==> src/binary_to_decimal_ascii_defines.svh <==
// ----------------------------------------------------------------------------
// binary_to_decimal_ascii_defines
// Assertion macros shared by the converter modules.
// ----------------------------------------------------------------------------
`ifndef BINARY_TO_DECIMAL_ASCII_DEFINES_SVH
`define BINARY_TO_DECIMAL_ASCII_DEFINES_SVH

// check a condition on every clock edge out of reset
`define BDA_ASSERT_HOLDS(label, cond, msg) \
   label: assert property (@(posedge clock) disable iff (reset) (cond)) else $error(msg);

// check a consequence in the same cycle as its trigger
`define BDA_ASSERT_IMPLIES(label, ante, cons, msg) \
   label: assert property (@(posedge clock) disable iff (reset) (ante) |-> (cons)) \
      else $error(msg);

`endif

==> src/bda_pkg.sv <==
// ----------------------------------------------------------------------------
// bda_pkg
// Shared widths, constants and helpers of the binary to decimal converter.
// ----------------------------------------------------------------------------
package bda_pkg;

   localparam int VALUE_W        = 31;
   localparam int CHAR_W         = 6;
   localparam int DIGIT_W        = 4;
   localparam int MAX_DIGITS_DEF = 10;
   localparam int QUEUE_DEPTH    = 2;

   localparam logic [CHAR_W-1:0] ASCII_ZERO = 6'd48;
   localparam logic [DIGIT_W-1:0] DIGIT_MAX = 4'd9;

   // reciprocal of ten: q = (n * RECIP_TEN) >> RECIP_SHIFT, exact for 32-bit n
   localparam logic [31:0] RECIP_TEN   = 32'hCCCC_CCCD;
   localparam int          RECIP_SHIFT = 35;
   localparam int          PROD_W      = VALUE_W + 32;

   localparam int POW_W = 64;

   function automatic logic [POW_W-1:0] pow10(input int k);
      logic [POW_W-1:0] p;
      p = POW_W'(1);
      for (int i = 0; i < k; i++) begin
         p = p * POW_W'(10);
      end
      return p;
   endfunction

endpackage

==> src/bda_channels.sv <==
// ----------------------------------------------------------------------------
// bda_channels
// Valid/ready channel interfaces for number requests and character responses.
// ----------------------------------------------------------------------------
interface bda_req_if import bda_pkg::*; ();
   logic               valid;
   logic               ready;
   logic [VALUE_W-1:0] value;

   modport source (output valid, output value, input ready);
   modport sink   (input valid, input value, output ready);
endinterface


==> src/bda_front.sv <==
// ----------------------------------------------------------------------------
// bda_front
// Accepts request transactions, counts decimal digits, registers the entry.
// ----------------------------------------------------------------------------
module bda_front import bda_pkg::*; #(
   parameter int MAX_DIGITS = MAX_DIGITS_DEF,
   localparam int CNT_W = $clog2(MAX_DIGITS + 1)
) (
   input  logic               clock,
   input  logic               reset,
   bda_req_if.sink            req_chan,
   output logic               ent_valid,
   input  logic               ent_ready,
   output logic [VALUE_W-1:0] ent_value,
   output logic [CNT_W-1:0]   ent_count
);

   logic               full_ff;
   logic [VALUE_W-1:0] value_ff;
   logic [CNT_W-1:0]   count_ff;
   logic [CNT_W-1:0]   count_in;
   logic               take;

   assign req_chan.ready = !full_ff || ent_ready;
   assign take           = req_chan.valid && req_chan.ready;

   // digit count, capped at MAX_DIGITS
   always_comb begin
      count_in = CNT_W'(1);
      for (int k = 1; k < MAX_DIGITS; k++) begin
         if ({(POW_W - VALUE_W)'(0), req_chan.value} >= pow10(k)) begin
            count_in = count_in + CNT_W'(1);
         end
      end
   end

   always_ff @(posedge clock) begin
      if (reset) begin
         full_ff <= 1'b0;
      end else if (take) begin
         full_ff <= 1'b1;
      end else if (ent_ready) begin
         full_ff <= 1'b0;
      end
   end

   always_ff @(posedge clock) begin
      if (take) begin
         value_ff <= req_chan.value;
         count_ff <= count_in;
      end
   end

   assign ent_valid = full_ff;
   assign ent_value = value_ff;
   assign ent_count = count_ff;

endmodule

==> src/flat_wrapper.sv <==
// flat-port wrapper written by rule: the top's interface ports become plain ports
module bda_front_flat import bda_pkg::*;
#(
   parameter int MAX_DIGITS = MAX_DIGITS_DEF,
   localparam int CNT_W = $clog2(MAX_DIGITS + 1)
)
  (clock, reset, ent_valid, ent_ready, ent_value, ent_count, req_chan_valid, req_chan_value, req_chan_ready);
  bda_req_if req_chan_i ();
  input  logic clock;
  input  logic reset;
  output logic ent_valid;
  input  logic ent_ready;
  output logic [VALUE_W-1:0] ent_value;
  output logic [CNT_W-1:0] ent_count;
  input wire logic [$bits(req_chan_i.valid)-1:0] req_chan_valid;
  input wire logic [$bits(req_chan_i.value)-1:0] req_chan_value;
  output wire logic [$bits(req_chan_i.ready)-1:0] req_chan_ready;
  assign req_chan_i.valid = req_chan_valid;
  assign req_chan_i.value = req_chan_value;
  assign req_chan_ready = req_chan_i.ready;
  bda_front #(.MAX_DIGITS(MAX_DIGITS)) u_core (.clock(clock), .reset(reset), .req_chan(req_chan_i), .ent_valid(ent_valid), .ent_ready(ent_ready), .ent_value(ent_value), .ent_count(ent_count));
endmodule
==> config.mk <==
export PLATFORM = sky130hd
export DESIGN_NAME = bda_front_flat
export DESIGN_NICKNAME = d
export VERILOG_FILES = /design/src/binary_to_decimal_ascii_defines.svh /design/src/bda_pkg.sv /design/src/bda_channels.sv /design/src/bda_front.sv /design/src/flat_wrapper.sv
export SDC_FILE = /design/constraint.sdc
export NUM_CORES = 1
export LEC_CHECK = 0
export ABC_AREA = 1
export ABC_CLOCK_PERIOD_IN_PS = 8790
export BUFFER_PORTS_ARGS = -buffer_cell sky130_fd_sc_hd__buf_2
export CAP_MARGIN = 30
export CORE_MARGIN = 2
export CORE_UTILIZATION = 57
export DETAILED_ROUTE_END_ITERATION = 16
export HOLD_SLACK_MARGIN = 0.08
export PLACE_DENSITY = 0.95
export SYNTH_ARGS = -nofsm -noshare
export SYNTH_HDL_FRONTEND = slang
export SYNTH_SLANG_ARGS = --single-unit
export TNS_END_PERCENT = 100
==> constraint.sdc <==
create_clock -name clock -period 8.79 [get_ports clock]
set_input_delay 1.758 -clock clock [delete_from_list [all_inputs] [get_ports clock]]
set_output_delay 1.758 -clock clock [all_outputs]
set_load 0.01 [all_outputs]
# Yosys cells after proc, flatten, opt, wreduce, memory -nomap -nowiden
# Index checks and enable logic that the tools add are counted.
# Widths: inputs -> output; s select.
dict set report classes {
  addsub 8
  n_lt_le_gt_ge 9
  muxes 11
  n_reduce_logical 4
}
# operator count
set op_table {}
lappend op_table {{$mux 4} 8}
lappend op_table {{$ge 31x10->1 const B} 1}
lappend op_table {{$ge 31x14->1 const B} 1}
lappend op_table {{$ge 31x17->1 const B} 1}
lappend op_table {{$ge 31x20->1 const B} 1}
lappend op_table {{$ge 31x24->1 const B} 1}
lappend op_table {{$ge 31x27->1 const B} 1}
lappend op_table {{$ge 31x30->1 const B} 1}
lappend op_table {{$ge 31x4->1 const B} 1}
lappend op_table {{$ge 31x7->1 const B} 1}
lappend op_table {{$add 4x1->4 const B} 7}
lappend op_table {{$add 2x1->3 const B} 1}
lappend op_table {{$mux 1} 2}
lappend op_table {{$mux 2} 1}
lappend op_table {{$reduce_bool 2->1} 1}
lappend op_table {{$logic_and 1x1->1} 1}
lappend op_table {{$logic_not 1->1} 1}
lappend op_table {{$logic_or 1x1->1} 1}
dict set report totals {
  reg_bits 36
  inputBits 35
  output_inout_bits 37
  elab_cells 35
}

# Depth between registers and ports, before layout
dict set report depth {
  depth_word 18
  depth_mapped 26
}

# Least setup slack after synthesis
# No wires, ideal clock.
dict set report synth_timing {
  path_kind {input -> register}
  from {in req_chan_value[22]}
  to {reg u_core.count_ff[1] (netlist: u_core.ent_count[1]) (data pin)}
  setup_ns 0.277
  arrival_time_ns 5.313
  slack_ns 3.200
  cell_stages 22
  path_buffers 0
  cell_sequence {nor2_2 -> nand2_2 -> nor2_4 -> nand2_4 -> nor3_1 -> fa_1 -> inv_1 -> o21bai_1 -> nand3_1 -> nand2_1 -> inv_1 -> ha_1 -> or2_1 -> nand2_1 -> nor2_1 -> o31ai_1 -> ha_1 -> nand2_1 -> nand2_2 -> ha_1 -> nor2_1 -> a31oi_1}
}
dict set report synth_via {
  elab_chain_cells 18
  word_cells_on_any_way 26
  classes_between {add/sub: 8; order compare: 9; mux: 9}
}
# element line
set synth_rtl {}
lappend synth_rtl {{start: declaration} flat_wrapper.sv:16} ;# input wire logic [$bits(req_chan_i.value)-1:0] req_chan_value;
lappend synth_rtl {{$ge 31x4->1} bda_front.sv:31} ;# if ({(POW_W - VALUE_W)'(0), req_chan.value} >= pow10(k)) begin
lappend synth_rtl {{$mux 2} bda_front.sv:31}
lappend synth_rtl {{$add 2x1->3} bda_front.sv:32} ;# count_in = count_in + CNT_W'(1);
lappend synth_rtl {{$mux 4} bda_front.sv:31}
lappend synth_rtl {{$add 4x1->4} bda_front.sv:32}
lappend synth_rtl {{$mux 4} bda_front.sv:31}
lappend synth_rtl {{$add 4x1->4} bda_front.sv:32}
lappend synth_rtl {{$mux 4} bda_front.sv:31}
lappend synth_rtl {{[3 not listed]} n/a}
lappend synth_rtl {{$mux 4} bda_front.sv:31}
lappend synth_rtl {{$add 4x1->4} bda_front.sv:32}
lappend synth_rtl {{$mux 4} bda_front.sv:31}
lappend synth_rtl {{$add 4x1->4} bda_front.sv:32}
lappend synth_rtl {{$mux 4} bda_front.sv:31}
lappend synth_rtl {{$add 4x1->4} bda_front.sv:32}
lappend synth_rtl {{$mux 4 (*)} bda_front.sv:31}
lappend synth_rtl {{via u_core.count_in[1]} bda_front.sv:21} ;# logic [CNT_W-1:0] count_in;
lappend synth_rtl {{end signal: assignment} bda_front.sv:50} ;# count_ff <= count_in;
lappend synth_rtl {{end: declaration} bda_front.sv:20} ;# logic [CNT_W-1:0] count_ff;
# The timed path passes the listed nets; every way through them passes the cells marked *.
# A chain may end at the register's enable or synchronous reset.

# Final worst setup path
# Same ends and word-level chain as after synthesis.

==> flow_summary.yaml <==
detailed_routing:
  dr_total_vias: 2465
  finalWirelength_mm: 5.93
  post_drt_wl_per_cell_um: 13.0
  first_iter_violations: 276
  ant_nets: 0
  first_pass_iters: 5
  viasPerCell: 5.39
  drc_errors: 0
die:
  ioPinCount: 72
  die_h_um: 71.2
  start_util: 0.591
  dieWidth_um: 71.2
  dieArea_mm2: 0.00507
  core_area_mm2: 0.00435
  std_cell_rows: 24
logic_synthesis:
  synthesis.yosys.warnings: 0
  yosysTopAreaCellShare: 0.408
  synth.avg_cell_area_um2: 7.92
  synth_nets: 370
  syn_inst: 325
  synthArstFlopShare: 0
  synth_edf_count: 35
  synth_cell_types: 33
  synth-seq-cells: 36
  seq_area_frac_synth: 0.416
  synth.area.top_cells: "edfxtp_1, nand2_1, inv_1"
  ys.flop_type: "edfxtp_1"
  syn_area_mm2: 0.00257
  yosys-top-cells-count: "nand2_1, inv_1, nor2_1"
  post-synth-top-count-cell: "nand2_1"
  synth_area_leader_cell: "edfxtp_1"
critical_path:
  cp-start-kind: "input pin"
  crit_chain: "buf_2, nor2_2, nand2_2, nor2_4, nand2_4, nor3_1, fa_1, inv_1, o21bai_1, nand3_1, nand2_1, inv_1, ha_1, or2_1, nand2_1, nor2_1, o31ai_1, ha_1, nand2_1, nand2_2, ha_1, nor2_1, a31oi_1"
  path_buf_inv: 3
  max_stage_delay_ps: 560
  critPathRequiredTime_ps: 8810
  cp_top_family: "simple AND/OR/NAND/NOR gates"
  arrival_ps: 5910
  path_class: "in2reg"
  cp_slowest_cell: "fa_1"
  crit_path_end_kind: "flop"
  worstPathMaxFanout: 7
clock_network:
  postCtsHoldBufs: 0
  ctsResizeCount: 0
  numClockSinks: 36
  clock_path_buffers: 2
  cts_tree: "done"
  cts_setup_buffers: 0
  cts_made_buffers: 5
  cts-root-buf: "clkbuf_8"
  worst_skew_pair.late_latency_ps: 290
  h-tree-depth: 2
  clk_pin_slew_ps: 80
pwr:
  vdd_drop_max_mv: 0.0699
  leakage_nw: 1.48
  power.density_mw_per_mm2: 129
timing:
  slew-limit-headroom: 0.625
  fin_crit_sh: 0.670
  fin_skew_ps: 10.2
  setup_violations: 0
  tightest_slew_ps: 558
  hold_slack_ps: 570
  fmax_mhz: 170
  rsz0062_at_grt: "false"
  fin_tns_setup_ps: 0
  hold_viol: 0
  fin_crit_ps: 5890
  maxSlewViolCount: 0
run:
  drv_cap: 0
place:
  gp_congestion: 0.930
  dpl.hpwl_mm: 4.51
  port_buffers: 71
status:
  outcome: "finished, final reports clean"
global_routing:
  grt_pass1_vias: 2287
  grt_pass1_wl_mm: 9.95
  grt_max_degree: 36
  antenna_found_initial: 0
  overflow: 0
  grt_use_total: 0.244
finish:
  n_antenna_cell: 0
  syn_to_final_growth_pct: 22.2
  drive_above_1_share: 0.319
  fillers: 299
  nNetsFinal: 449
worst_hold_path:
  hp-class: "reg2reg"
sequential cells by signal, summed over array words and instances (netlist names):
register,count
u_core.ent_valid,1
u_core.ent_count,4
u_core.ent_value,31
area by class of cell:
cell class	count	area (um2)	share of cell area
clock buffers	5	68.8	0.0219
clock inverters	3	42.5	0.0135
inverters	54	203	0.0644
multi-input cells	235	1310	0.417
flip-flops and latches	36	1070	0.340
well taps	52	65.1	0.0207
repair buffers	72	383	0.122
power breakdown:
group	switching, W	internal, W	leakage, nW	total, W
Combinational	0.0000384	0.0000209	1.08	0.0000593
Sequential	0.00000242	0.000200	0.345	0.000202
Clock	0.0000607	0.0000839	0.0541	0.000145
cells in the final DEF (no fill, tap or decap), drive strengths merged, types with 5 or more instances in the layout:
| master | count |
|---|---|
| nand2 | 99 |
| buf | 72 |
| inv | 54 |
| nor2 | 52 |
| edfxtp | 35 |
| nand3 | 26 |
| ha | 9 |
| o21ai | 9 |
| nor3 | 7 |
| a21oi | 7 |
| a31oi | 5 |
| clkbuf | 5 |
worst register-to-register path, cell delays in order, from the launching register on:
cell,delay (ps)
dfxtp_1,360
a21oi_4,390
buf_16,240
metal layers:
layer	wire (um)	part of all wire	global-route usage
met3	355	0.060	0.0338
met1	2380	0.40	0.299
met2	3020	0.51	0.431
met5	0	0	0
met4	166	0.028	0.101
stage by stage:
step | cells | setup slack, ps | instance area, um2 | utilization | total power, W
detailed placement | 448 | 2590 | 3010 | 0.691 | 0.000262
finish | 457 | 2900 | 3150 | 0.722 | 0.000406
floorplan | 325 | 3200 | 2570 | - | 0.000234
global route | 457 | 2540 | 3150 | 0.722 | 0.000417
CTS | 456 | 2880 | 3120 | 0.716 | 0.000402
global placement | 448 | 2900 | 3010 | 0.691 | 0.000259
cells by family after synthesis:
| family | after synthesis | share of synthesized area |
|---|---|---|
| XOR/XNOR | 2 | 0.00680 |
| AO/OA/AOI/OAI | 30 | 0.0739 |
| flip-flops | 36 | 0.416 |
| adder cells (fa/ha/maj) | 10 | 0.0515 |
| buffers and inverters | 54 | 0.0787 |
| AND/OR/NAND/NOR | 193 | 0.373 |
worst paths after layout:
path / cells after the start / slack (ps) / end / from
hold reg to reg: 2 / 570 / u_core.ent_valid / u_core.ent_valid
hold / removal: 2 / 570 / u_core.ent_valid / u_core.ent_valid
setup reg to reg: 2 / 7500 / u_core.ent_value[23] / u_core.ent_valid
setup / recovery: 23 / 2900 / u_core.ent_count[1] / req_chan_value[22]
No activity file was read; power rests on OpenSTA's default activity.
