## src/binary_to_decimal_ascii_defines.svh

```systemverilog
// ----------------------------------------------------------------------------
// binary_to_decimal_ascii_defines
// Assertion macros shared by the converter modules.
// ----------------------------------------------------------------------------
`ifndef BINARY_TO_DECIMAL_ASCII_DEFINES_SVH
`define BINARY_TO_DECIMAL_ASCII_DEFINES_SVH

// check a condition on every clock edge out of reset
`define BDA_ASSERT_HOLDS(label, cond, msg) \
   label: assert property (@(posedge clock) disable iff (reset) (cond)) else $error(msg);

// check a consequence in the same cycle as its trigger
`define BDA_ASSERT_IMPLIES(label, ante, cons, msg) \
   label: assert property (@(posedge clock) disable iff (reset) (ante) |-> (cons)) \
      else $error(msg);

`endif

```

## src/bda_pkg.sv

```systemverilog
// ----------------------------------------------------------------------------
// bda_pkg
// Shared widths, constants and helpers of the binary to decimal converter.
// ----------------------------------------------------------------------------
package bda_pkg;

   localparam int VALUE_W        = 31;
   localparam int CHAR_W         = 6;
   localparam int DIGIT_W        = 4;
   localparam int MAX_DIGITS_DEF = 10;
   localparam int QUEUE_DEPTH    = 2;

   localparam logic [CHAR_W-1:0] ASCII_ZERO = 6'd48;
   localparam logic [DIGIT_W-1:0] DIGIT_MAX = 4'd9;

   // reciprocal of ten: q = (n * RECIP_TEN) >> RECIP_SHIFT, exact for 32-bit n
   localparam logic [31:0] RECIP_TEN   = 32'hCCCC_CCCD;
   localparam int          RECIP_SHIFT = 35;
   localparam int          PROD_W      = VALUE_W + 32;

   localparam int POW_W = 64;

   function automatic logic [POW_W-1:0] pow10(input int k);
      logic [POW_W-1:0] p;
      p = POW_W'(1);
      for (int i = 0; i < k; i++) begin
         p = p * POW_W'(10);
      end
      return p;
   endfunction

endpackage

```

## src/bda_queue.sv

```systemverilog
// ----------------------------------------------------------------------------
// bda_queue
// Short FIFO between the digit counter and the digit generator.
// ----------------------------------------------------------------------------
`include "binary_to_decimal_ascii_defines.svh"

module bda_queue import bda_pkg::*; #(
   parameter int DATA_W = 8,
   parameter int DEPTH  = QUEUE_DEPTH,
   localparam int PTR_W = (DEPTH > 1) ? $clog2(DEPTH) : 1,
   localparam int OCC_W = $clog2(DEPTH + 1)
) (
   input  logic              clock,
   input  logic              reset,
   input  logic              push_valid,
   output logic              push_ready,
   input  logic [DATA_W-1:0] push_data,
   output logic              pop_valid,
   input  logic              pop_ready,
   output logic [DATA_W-1:0] pop_data
);

   logic [DATA_W-1:0] mem_ff [DEPTH];
   logic [PTR_W-1:0]  wr_ptr_ff;
   logic [PTR_W-1:0]  rd_ptr_ff;
   logic [OCC_W-1:0]  occ_ff;
   logic              do_push;
   logic              do_pop;

   assign push_ready = (occ_ff != OCC_W'(DEPTH));
   assign pop_valid  = (occ_ff != '0);
   assign pop_data   = mem_ff[rd_ptr_ff];
   assign do_push    = push_valid && push_ready;
   assign do_pop     = pop_valid && pop_ready;

   always_ff @(posedge clock) begin
      if (do_push) begin
         mem_ff[wr_ptr_ff] <= push_data;
      end
   end

   always_ff @(posedge clock) begin
      if (reset) begin
         wr_ptr_ff <= '0;
         rd_ptr_ff <= '0;
         occ_ff    <= '0;
      end else begin
         if (do_push) begin
            wr_ptr_ff <= (wr_ptr_ff == PTR_W'(DEPTH - 1)) ? '0 : wr_ptr_ff + PTR_W'(1);
         end
         if (do_pop) begin
            rd_ptr_ff <= (rd_ptr_ff == PTR_W'(DEPTH - 1)) ? '0 : rd_ptr_ff + PTR_W'(1);
         end
         if (do_push && !do_pop) begin
            occ_ff <= occ_ff + OCC_W'(1);
         end else if (do_pop && !do_push) begin
            occ_ff <= occ_ff - OCC_W'(1);
         end
      end
   end

   `BDA_ASSERT_HOLDS(a_occ_bound, occ_ff <= OCC_W'(DEPTH), "queue occupancy past depth")

endmodule

```

## config.mk

```make
export PLATFORM = sky130hd
export DESIGN_NAME = bda_queue
export DESIGN_NICKNAME = d
export VERILOG_FILES = /design/src/bda_pkg.sv /design/src/bda_queue.sv
export VERILOG_INCLUDE_DIRS = /design/src /design/src/src
export SDC_FILE = /design/constraint.sdc
export NUM_CORES = 1
export LEC_CHECK = 0
export BUFFER_PORTS_ARGS = -buffer_cell sky130_fd_sc_hd__buf_2
export CORE_ASPECT_RATIO = 1.2
export CORE_MARGIN = 2
export CORE_UTILIZATION = 49
export DETAILED_ROUTE_END_ITERATION = 16
export GPL_TIMING_DRIVEN = 0
export PLACE_DENSITY = 0.75
export REMOVE_ABC_BUFFERS = 1
export SYNTH_ARGS = -nofsm -noshare
export SYNTH_HDL_FRONTEND = slang
export SYNTH_SLANG_ARGS = --single-unit
```

## constraint.sdc

```tcl
create_clock -name clock -period 1.7 [get_ports clock]
set_input_delay 0.085 -clock clock [delete_from_list [all_inputs] [get_ports clock]]
set_output_delay 0.085 -clock clock [all_outputs]
set_load 0.005 [all_outputs]
```

# After elaboration in Yosys (flattened, before gate mapping)
# Memory sizes are Yosys's and may differ from the RTL's. A register that Yosys moved wholly into a read port is not among the register bits.
# Index checks and enable logic that the tools add are counted.
# totals
register_bits,4
ramBits,16
mem_count,1
input_bits,12
out_inout_bits,10
word_cells,25
# op_classes
addsub,4
n_eq_ne,1
mux,8
reduce_logical,8
# memory_table
name,words,width,rd,rd_clocked_by_memory_dff,wr,line,text
mem_ff,2,8,1,1,1,bda_queue.sv:23,logic [DATA_W-1:0] mem_ff [DEPTH];
# ops
operator,n
$mux W1,6
$logic_and A1 B1 Y1,4
$mux W2,2
$reduce_bool A2 Y1,2
$add A1 B1 Y1 const B,2
$add A2 B1 Y2 const B,1
$logic_not A1 Y1,2
$ne A2 B2 Y1 const B,1
$sub A2 B1 Y2 const B,1

# Logic depth before layout (Yosys ltp)
# Gate-level depths: netlist of run 1.
# depth
ltp_word,6
mapped_depth,6
depth_no_buf,6

# Worst setup path before layout of run 1
# No wires, ideal clock.
# synth_path
kind,reg-to-reg
start,register occ_ff[0]
end,register occ_ff[1]
stages_incl_launch_ff,6
period_less_slack_ns,1.485
setup_slack_ns,0.215
setup_time_ns,0.070
path_buffers,0
arrival_time_ns,1.415
path_cell_list,dfxtp_1 > nand2b_4 > and2_1 > ha_1 > or3_1 > a21oi_1
# synth_via
elab_chain_len,5
# synth_lines
item,line,text
"start, declared",bda_queue.sv:26,logic [OCC_W-1:0] occ_ff;
"start signal, assigned",bda_queue.sv:55,occ_ff <= occ_ff + OCC_W'(1);
"start signal, assigned",bda_queue.sv:57,occ_ff <= occ_ff - OCC_W'(1);
$ne A2 B2 Y1 *,bda_queue.sv:30,assign push_ready = (occ_ff != OCC_W'(DEPTH));
named net push_ready,bda_queue.sv:16,"output logic push_ready,"
$logic_and A1 B1 Y1 *,bda_queue.sv:33,assign do_push = push_valid && push_ready;
$logic_not A1 Y1,bda_queue.sv:56,end else if (do_pop && !do_push) begin
$logic_and A1 B1 Y1,bda_queue.sv:56,
$reduce_bool A2 Y1 (no source line),-,
# The timed path passes the listed nets; every way through them passes the cells marked *. The select of a mux whose other input is x is not followed.
# A chain may end at the register's enable or synchronous reset.

# Final worst setup path of run 1
# layout_path
start,register occ_ff[0]
end,register occ_ff[1]
# layout_via
elab_chain_len,5
# layout_lines
item
"parallel branches: the longest is 5 deep, another holds $sub A2 B1 Y2"
# Parallel ways; which one is timed is not known. The select of a mux whose other input is x is not followed.

==> results of run 1 <==
[flip-flops by register name, summed over array words and instances (netlist names), named ones only]
register,cells
mem_ff,16
occ_ff,2
rd_ptr_ff,1
wr_ptr_ff,1
[placed cells by master (no fill, tap or decap)]
master,n
or2_2,1
a21oi_1,2
mux2_2,8
dfxtp_1,5
o21ai_0,2
ha_1,1
buf_2,21
xor2_1,3
and3_1,1
nand3b_1,1
edfxtp_1,16
and2_1,1
nand2b_4,1
clkbuf_4,3
a21bo_2,1
dlygate4sd3_1,9
clkbuf_1,1
or3_1,1
nor2_1,3
inv_1,1
[how the worst min path moves through the flow]
stage / startpoint / endpoint / slack (ns) / cells after the start
global placement: push_data[1] / mem_ff[0][1] / 0.27 / 1
global route: push_valid / wr_ptr_ff / 0.11 / 3
floorplan: reset / occ_ff[1] / 0.15 / 1
detailed placement: push_data[7] / mem_ff[0][7] / 0.28 / 1
finish: push_valid / wr_ptr_ff / 0.10 / 3
CTS: reset / register / 0.004 / 2
[repair_timing]
| item | 4_1_cts | 5_1_grt |
|---|---|---|
| endpoints found under the hold margin | 16 | 1 |
| hold buffers | 8 | 1 |
| endpoints found under the setup margin | 0 | 0 |
[cell type report]
| type | instances | share of cell area (%) |
|---|---|---|
| flip-flops and latches | 21 | 55.6 |
| multi-input cells | 26 | 20.7 |
| repair buffers | 30 | 18.7 |
| clock buffers | 4 | 2.51 |
| well taps | 18 | 2.16 |
| inverters | 1 | 0.359 |
[per-layer routing]
metal / wire (um) / GRT usage [%]
met4: 12 / 8.33
met1: 568 / 19.7
met2: 623 / 21.9
met3: 55 / 2.75
met5: 0 / 0
[power groups by stage]
stage	Combinational [uW]	Clock [uW]	Sequential, uW
final	385	228	721
after detailed placement	371	0	735
after global placement	361	0	729
after floorplan	253	0	714
after CTS	389	234	723
after global routing	437	254	736
[kinds of logic after synthesis]
kind of cell | Yosys count
mux | 8
buf+inv | 2
fa+ha+maj | 1
xor+xnor | 3
simple gates | 9
compound gates | 5
flops | 21
[per-stage QoR]
stage | total power [uW] | hold WS [ns] | cell area, um^2
floorplan | 967 | 0.154 | 801
global placement | 1090 | 0.274 | 928
detailed placement | 1110 | 0.278 | 928
CTS | 1350 | 0.00361 | 1030
global route | 1430 | 0.110 | 1040
finish | 1330 | 0.103 | 1040
[worst min-delay path: stages]
cell     delay, ns
buf_2         0.10
a21bo_2       0.12
a21oi_1       0.06
==> impl_metrics.yaml, run 1 <==
worst_setup_path:
  crit_family: "simple AND/OR/NAND/NOR gates"
  cp_data_required_time_ns: 1.93
  timing.rr.end: "occ_ff[1]"
  worstSetupEndpoint: "occ_ff[1]"
  reg2reg_from: "occ_ff[0]"
  r2r_setup_slack_ns: 0.12
  crit_chain: "nand2b_4 > and2_1 > ha_1 > or3_1 > a21oi_1"
  cp.depth: 5
  path_buf_inv: 0
  slowest_delay_ns: 0.38
  worst-path-max-fanout: 5
  cp-start-kind: "register"
  crit_slowest_cell: "or3_1"
  critPathLaunch: "occ_ff[0]"
  cp-end-kind: "register"
  path_class: "register to register"
  r2r_cells: 5
  cp.arrival_ns: 1.81
die:
  fp.coreArea_um2: 1580
  fp-row-count: 16
  fp.dieW_um: 41.0
  initial_core_util_pct: 50.9
  fp.dieH_um: 48.4
  io-pin-count: 22
  die_area_um2: 1990
power_and_ir_drop:
  p_comb_share_pct: 28.8
  leakagePower_uw: 0.000419
  switching_share_pct: 27.5
  peakVddDrop_mv: 0.776
  p_seq_share_pct: 54.1
  p_per_area_nw_per_um2: 1280
  internal_power_uw: 968
  clkPwrFrac_pct: 17.1
  switchingPower_uw: 367
global_route:
  grt_pass1_wl_um: 2040
  grt_overflow: 0
  grt_max_degree: 12
  grt_pass1_vias: 474
  antenna_found_initial: 0
  track_usage_pct: 14.9
sta:
  finalSetupTns_ns: 0
  hold_viol: 0
  setup_ws_ns: 0.115
  fin_worst_skew_ns: 0.00354
  fmax_mhz: 631
  tightest_slew_ns: 0.390
  setup_violations: 0
  relSlewSlack_pct: 74.0
  rsz0062_at_grt: "false"
  final-max-slew-violation-count: 0
  fin_crit_ns: 1.58
  post-route-period-util_pct: 93.2
cts:
  cts_inserted_buffers: 3
  clk_pin_slew_ns: 0.11
  cts_setup_buffers: 0
  cts_sinks: 21
  root_buffer: "clkbuf_4"
  cts_buffer_depth: 2
  cts_resized: 0
  cts_tree: "yes"
  insertion_delay_ns: 0.29
  htree_levels: 1
placed_design:
  dp_cells: 87
  buffer_ports.inserted: 21
  place.gp.congestion: 0.624
  post-place-ws_ns: 0.143
  dp_hpwl_um: 852
synth:
  synth_top_family_by_area: "multiplexers"
  yosys_register_bits: 21
  synthXorXnorAreaFrac_pct: 3.26
  synth.area.top_cells: "edfxtp_1, dfxtp_1, mux2_2"
  ys_types: 17
  synth_edf_count: 16
  synth_top_flop_cell: "edfxtp_1"
  synth-simple-area-share_pct: 7.14
  synthAdderAreaFrac_pct: 1.55
  yosysSeqAreaShare_pct: 72.0
  synth_common_cells: "edfxtp_1, mux2_2, dfxtp_1"
  post-synth-top-area-fraction_pct: 59.6
  synth_top_area_cell: "edfxtp_1"
  netlist_area_um2: 806
  synthMuxAreaShare_pct: 11.2
  ys_warn_count: 0
  synth_most_common_cell: "edfxtp_1"
  netlist_instances: 49
  async_reset_ff_share_pct: 0
  synth_compound_area_share_pct: 3.73
  synth.avg_cell_area_um2: 16.4
layout:
  finalNetCount: 96
  area_growth_pct: 29.7
  fin_cells: 100
  seq_area_um2: 581
  drive_above_1_share_pct: 42.7
  final_util_pct: 66.1
  num-fill-cells: 124
  multi_input_area_um2: 216
  diodes: 0
route:
  avgRoutedWirePerCell_um: 12.6
  avgViaCountPerCell: 5.04
  vias: 504
  wirelength_um: 1260
  route.detailed.drc: 0
  drt_iter0_drc: 8
  dr.pass1.iters: 4
  antenna_left: 0
worst_hold_path:
  min_path_type: "input pin to register"
status:
  status: "completed"
job:
  drv_cap: 0
(Power assumes the default switching activity.)
==> inputs of run 2 (changes only) <==
--- a/config.mk
+++ b/config.mk
@@ -6,7 +6,7 @@
 export SDC_FILE = /design/constraint.sdc
 export NUM_CORES = 1
 export LEC_CHECK = 0
-export BUFFER_PORTS_ARGS = -buffer_cell sky130_fd_sc_hd__buf_2
+export BUFFER_PORTS_ARGS = -buffer_cell sky130_fd_sc_hd__buf_4
 export CORE_ASPECT_RATIO = 1.2
 export CORE_MARGIN = 2
 export CORE_UTILIZATION = 49
==> constraint.sdc (replaced) <==
create_clock -name clock -period 1.7 [get_ports clock]
set_input_delay 0.17 -clock clock [delete_from_list [all_inputs] [get_ports clock]]
set_output_delay 0.17 -clock clock [all_outputs]
set_load 0.005 [all_outputs]
==> impl_metrics.yaml, run 2 (synthesized netlist as in run 1, its figures left out) <==
worst_setup_path:
  path_buf_inv: 0
  worst-path-max-fanout: 5
  cp.arrival_ns: 1.82
  slowest_delay_ns: 0.37
  cp-start-kind: "register"
  crit_chain: "nand2b_4 > and2_1 > ha_1 > or3_1 > a21oi_1"
  cp_data_required_time_ns: 1.92
  path_class: "register to register"
  crit_slowest_cell: "dfxtp_1"
  reg2reg_from: "occ_ff[0]"
  cp-end-kind: "register"
  crit_family: "simple AND/OR/NAND/NOR gates"
  critPathLaunch: "occ_ff[0]"
sta:
  finalSetupTns_ns: 0
  fmax_mhz: 626
  relSlewSlack_pct: 73.9
  fin_worst_skew_ns: 0.0137
  hold_viol: 0
  post-route-period-util_pct: 94.0
  setup_violations: 0
  tightest_slew_ns: 0.392
  rsz0062_at_grt: "false"
  final-max-slew-violation-count: 0
  fin_crit_ns: 1.60
route:
  drt_iter0_drc: 3
  vias: 476
  antenna_left: 0
  dr_wl_met3_um: 50
  avgViaCountPerCell: 5.23
  wl_met1_um: 517
  dr.pass1.iters: 3
  route.detailed.drc: 0
  route.met2.wl_um: 621
  wirelength_um: 1220
  routed.top_layer: "met4"
  avgRoutedWirePerCell_um: 13.4
power_and_ir_drop:
  switchingPower_uw: 378
  leakagePower_uw: 0.000403
  clkPwrFrac_pct: 16.9
  p_comb_share_pct: 30.9
  p_per_area_nw_per_um2: 1370
  switching_share_pct: 27.5
  p_seq_share_pct: 52.3
  peakVddDrop_mv: 0.780
  internal_power_uw: 1000
layout:
  num-fill-cells: 135
  finalInstanceArea_um2: 1010
  final_util_pct: 63.8
  regMostFlops: "mem_ff"
  top_regs: "mem_ff: 16 flops, occ_ff: 2 flops"
  drive_above_1_share_pct: 49.3
  final_common_cell: "buf_4"
  finalNetCount: 87
  area_growth_pct: 25.2
  diodes: 0
  final_cell_mix: "buf_4, edfxtp_1, mux2_2"
  largest_register_ffs: 16
cts:
  cts_setup_buffers: 0
  insertion_delay_ns: 0.30
  cts_inserted_buffers: 3
  cts_buffer_depth: 2
  cts_sinks: 21
  cts-hold-fix-buffers: 0
  htree_levels: 1
  root_buffer: "clkbuf_4"
  cts_resized: 0
  cts_tree: "yes"
  clk_pin_slew_ns: 0.12
global_route:
  antenna_found_initial: 0
  grt_max_degree: 13
  grt_pass1_wl_um: 1840
  grt_pass1_vias: 442
  track_usage_pct: 14.0
  grt_overflow: 0
placed_design:
  dp_hpwl_um: 903
  buffer_ports.inserted: 21
  place.gp.congestion: 0.598
  dpl_cell_area_um2: 981
worst_hold_path:
  hp-start: "push_data[5]"
  min_path_type: "input pin to register"
die:
  fp.coreArea_um2: 1580
  fp-row-count: 16
  initial_core_util_pct: 50.9
  fp.dieH_um: 48.4
  fp.dieW_um: 41.0
  die_area_um2: 1990
  io-pin-count: 22
status:
  status: "completed"
job:
  drv_cap: 0
==> run 2: cell types whose count changed in the layout (fill, tap and decap cells not counted) <==
cell / change
dlygate4sd3_1: -9
clkinv_2: +1
buf_4: +21
clkbuf_1: -1
buf_2: -21
==> run 2: area by class of cell <==
cell class                 instances  area, um^2  area share, %
inverter                           1        3.75          0.372
clock inverter                     1        5.00          0.496
timing repair buffer              21         158           15.6
clock buffer                       3        22.5           2.23
sequential                        21         581           57.6
tap                               18        22.5           2.23
multi-input combinational         26         216           21.5
==> run 2: path summary, 6_finish.rpt <==
path / slack [ns] / cells past startpoint / to
worst max register to register: 0.10 / 5 / occ_ff[1]
worst max-delay path: 0.10 / 5 / occ_ff[1]
worst min register to register: 0.53 / 2 / rd_ptr_ff
worst min-delay path: 0.04 / 1 / mem_ff[1][5]
==> run 2: metrics by stage <==
step	hold WS [ns]	cells	power (uW)	setup slack (ns)
after floorplan	0.239	48	967	0.215
after global placement	0.355	87	1140	0.173
after detailed placement	0.358	87	1160	0.141
after CTS	0.0465	91	1390	0.0871
after global routing	0.0342	91	1460	0.0380
final	0.0422	91	1380	0.102
==> run 2: routing by layer <==
metal / vias to the layer above / GRT usage (%)
met5: - / 0
met4: 0 / 8.33
met3: 4 / 2.75
met2: 16 / 21.9
met1: 229 / 16.8
li1: 227 / -
==> run 2: power by group through the flow <==
stage          combinational, uW  sequential, uW  clock [uW]
2_1_floorplan                253             714           0
3_3_place_gp                 415             729           0
3_5_place_dp                 428             734           0
4_1_cts                      432             723         233
5_1_grt                      475             732         254
6_report                     425             721         232
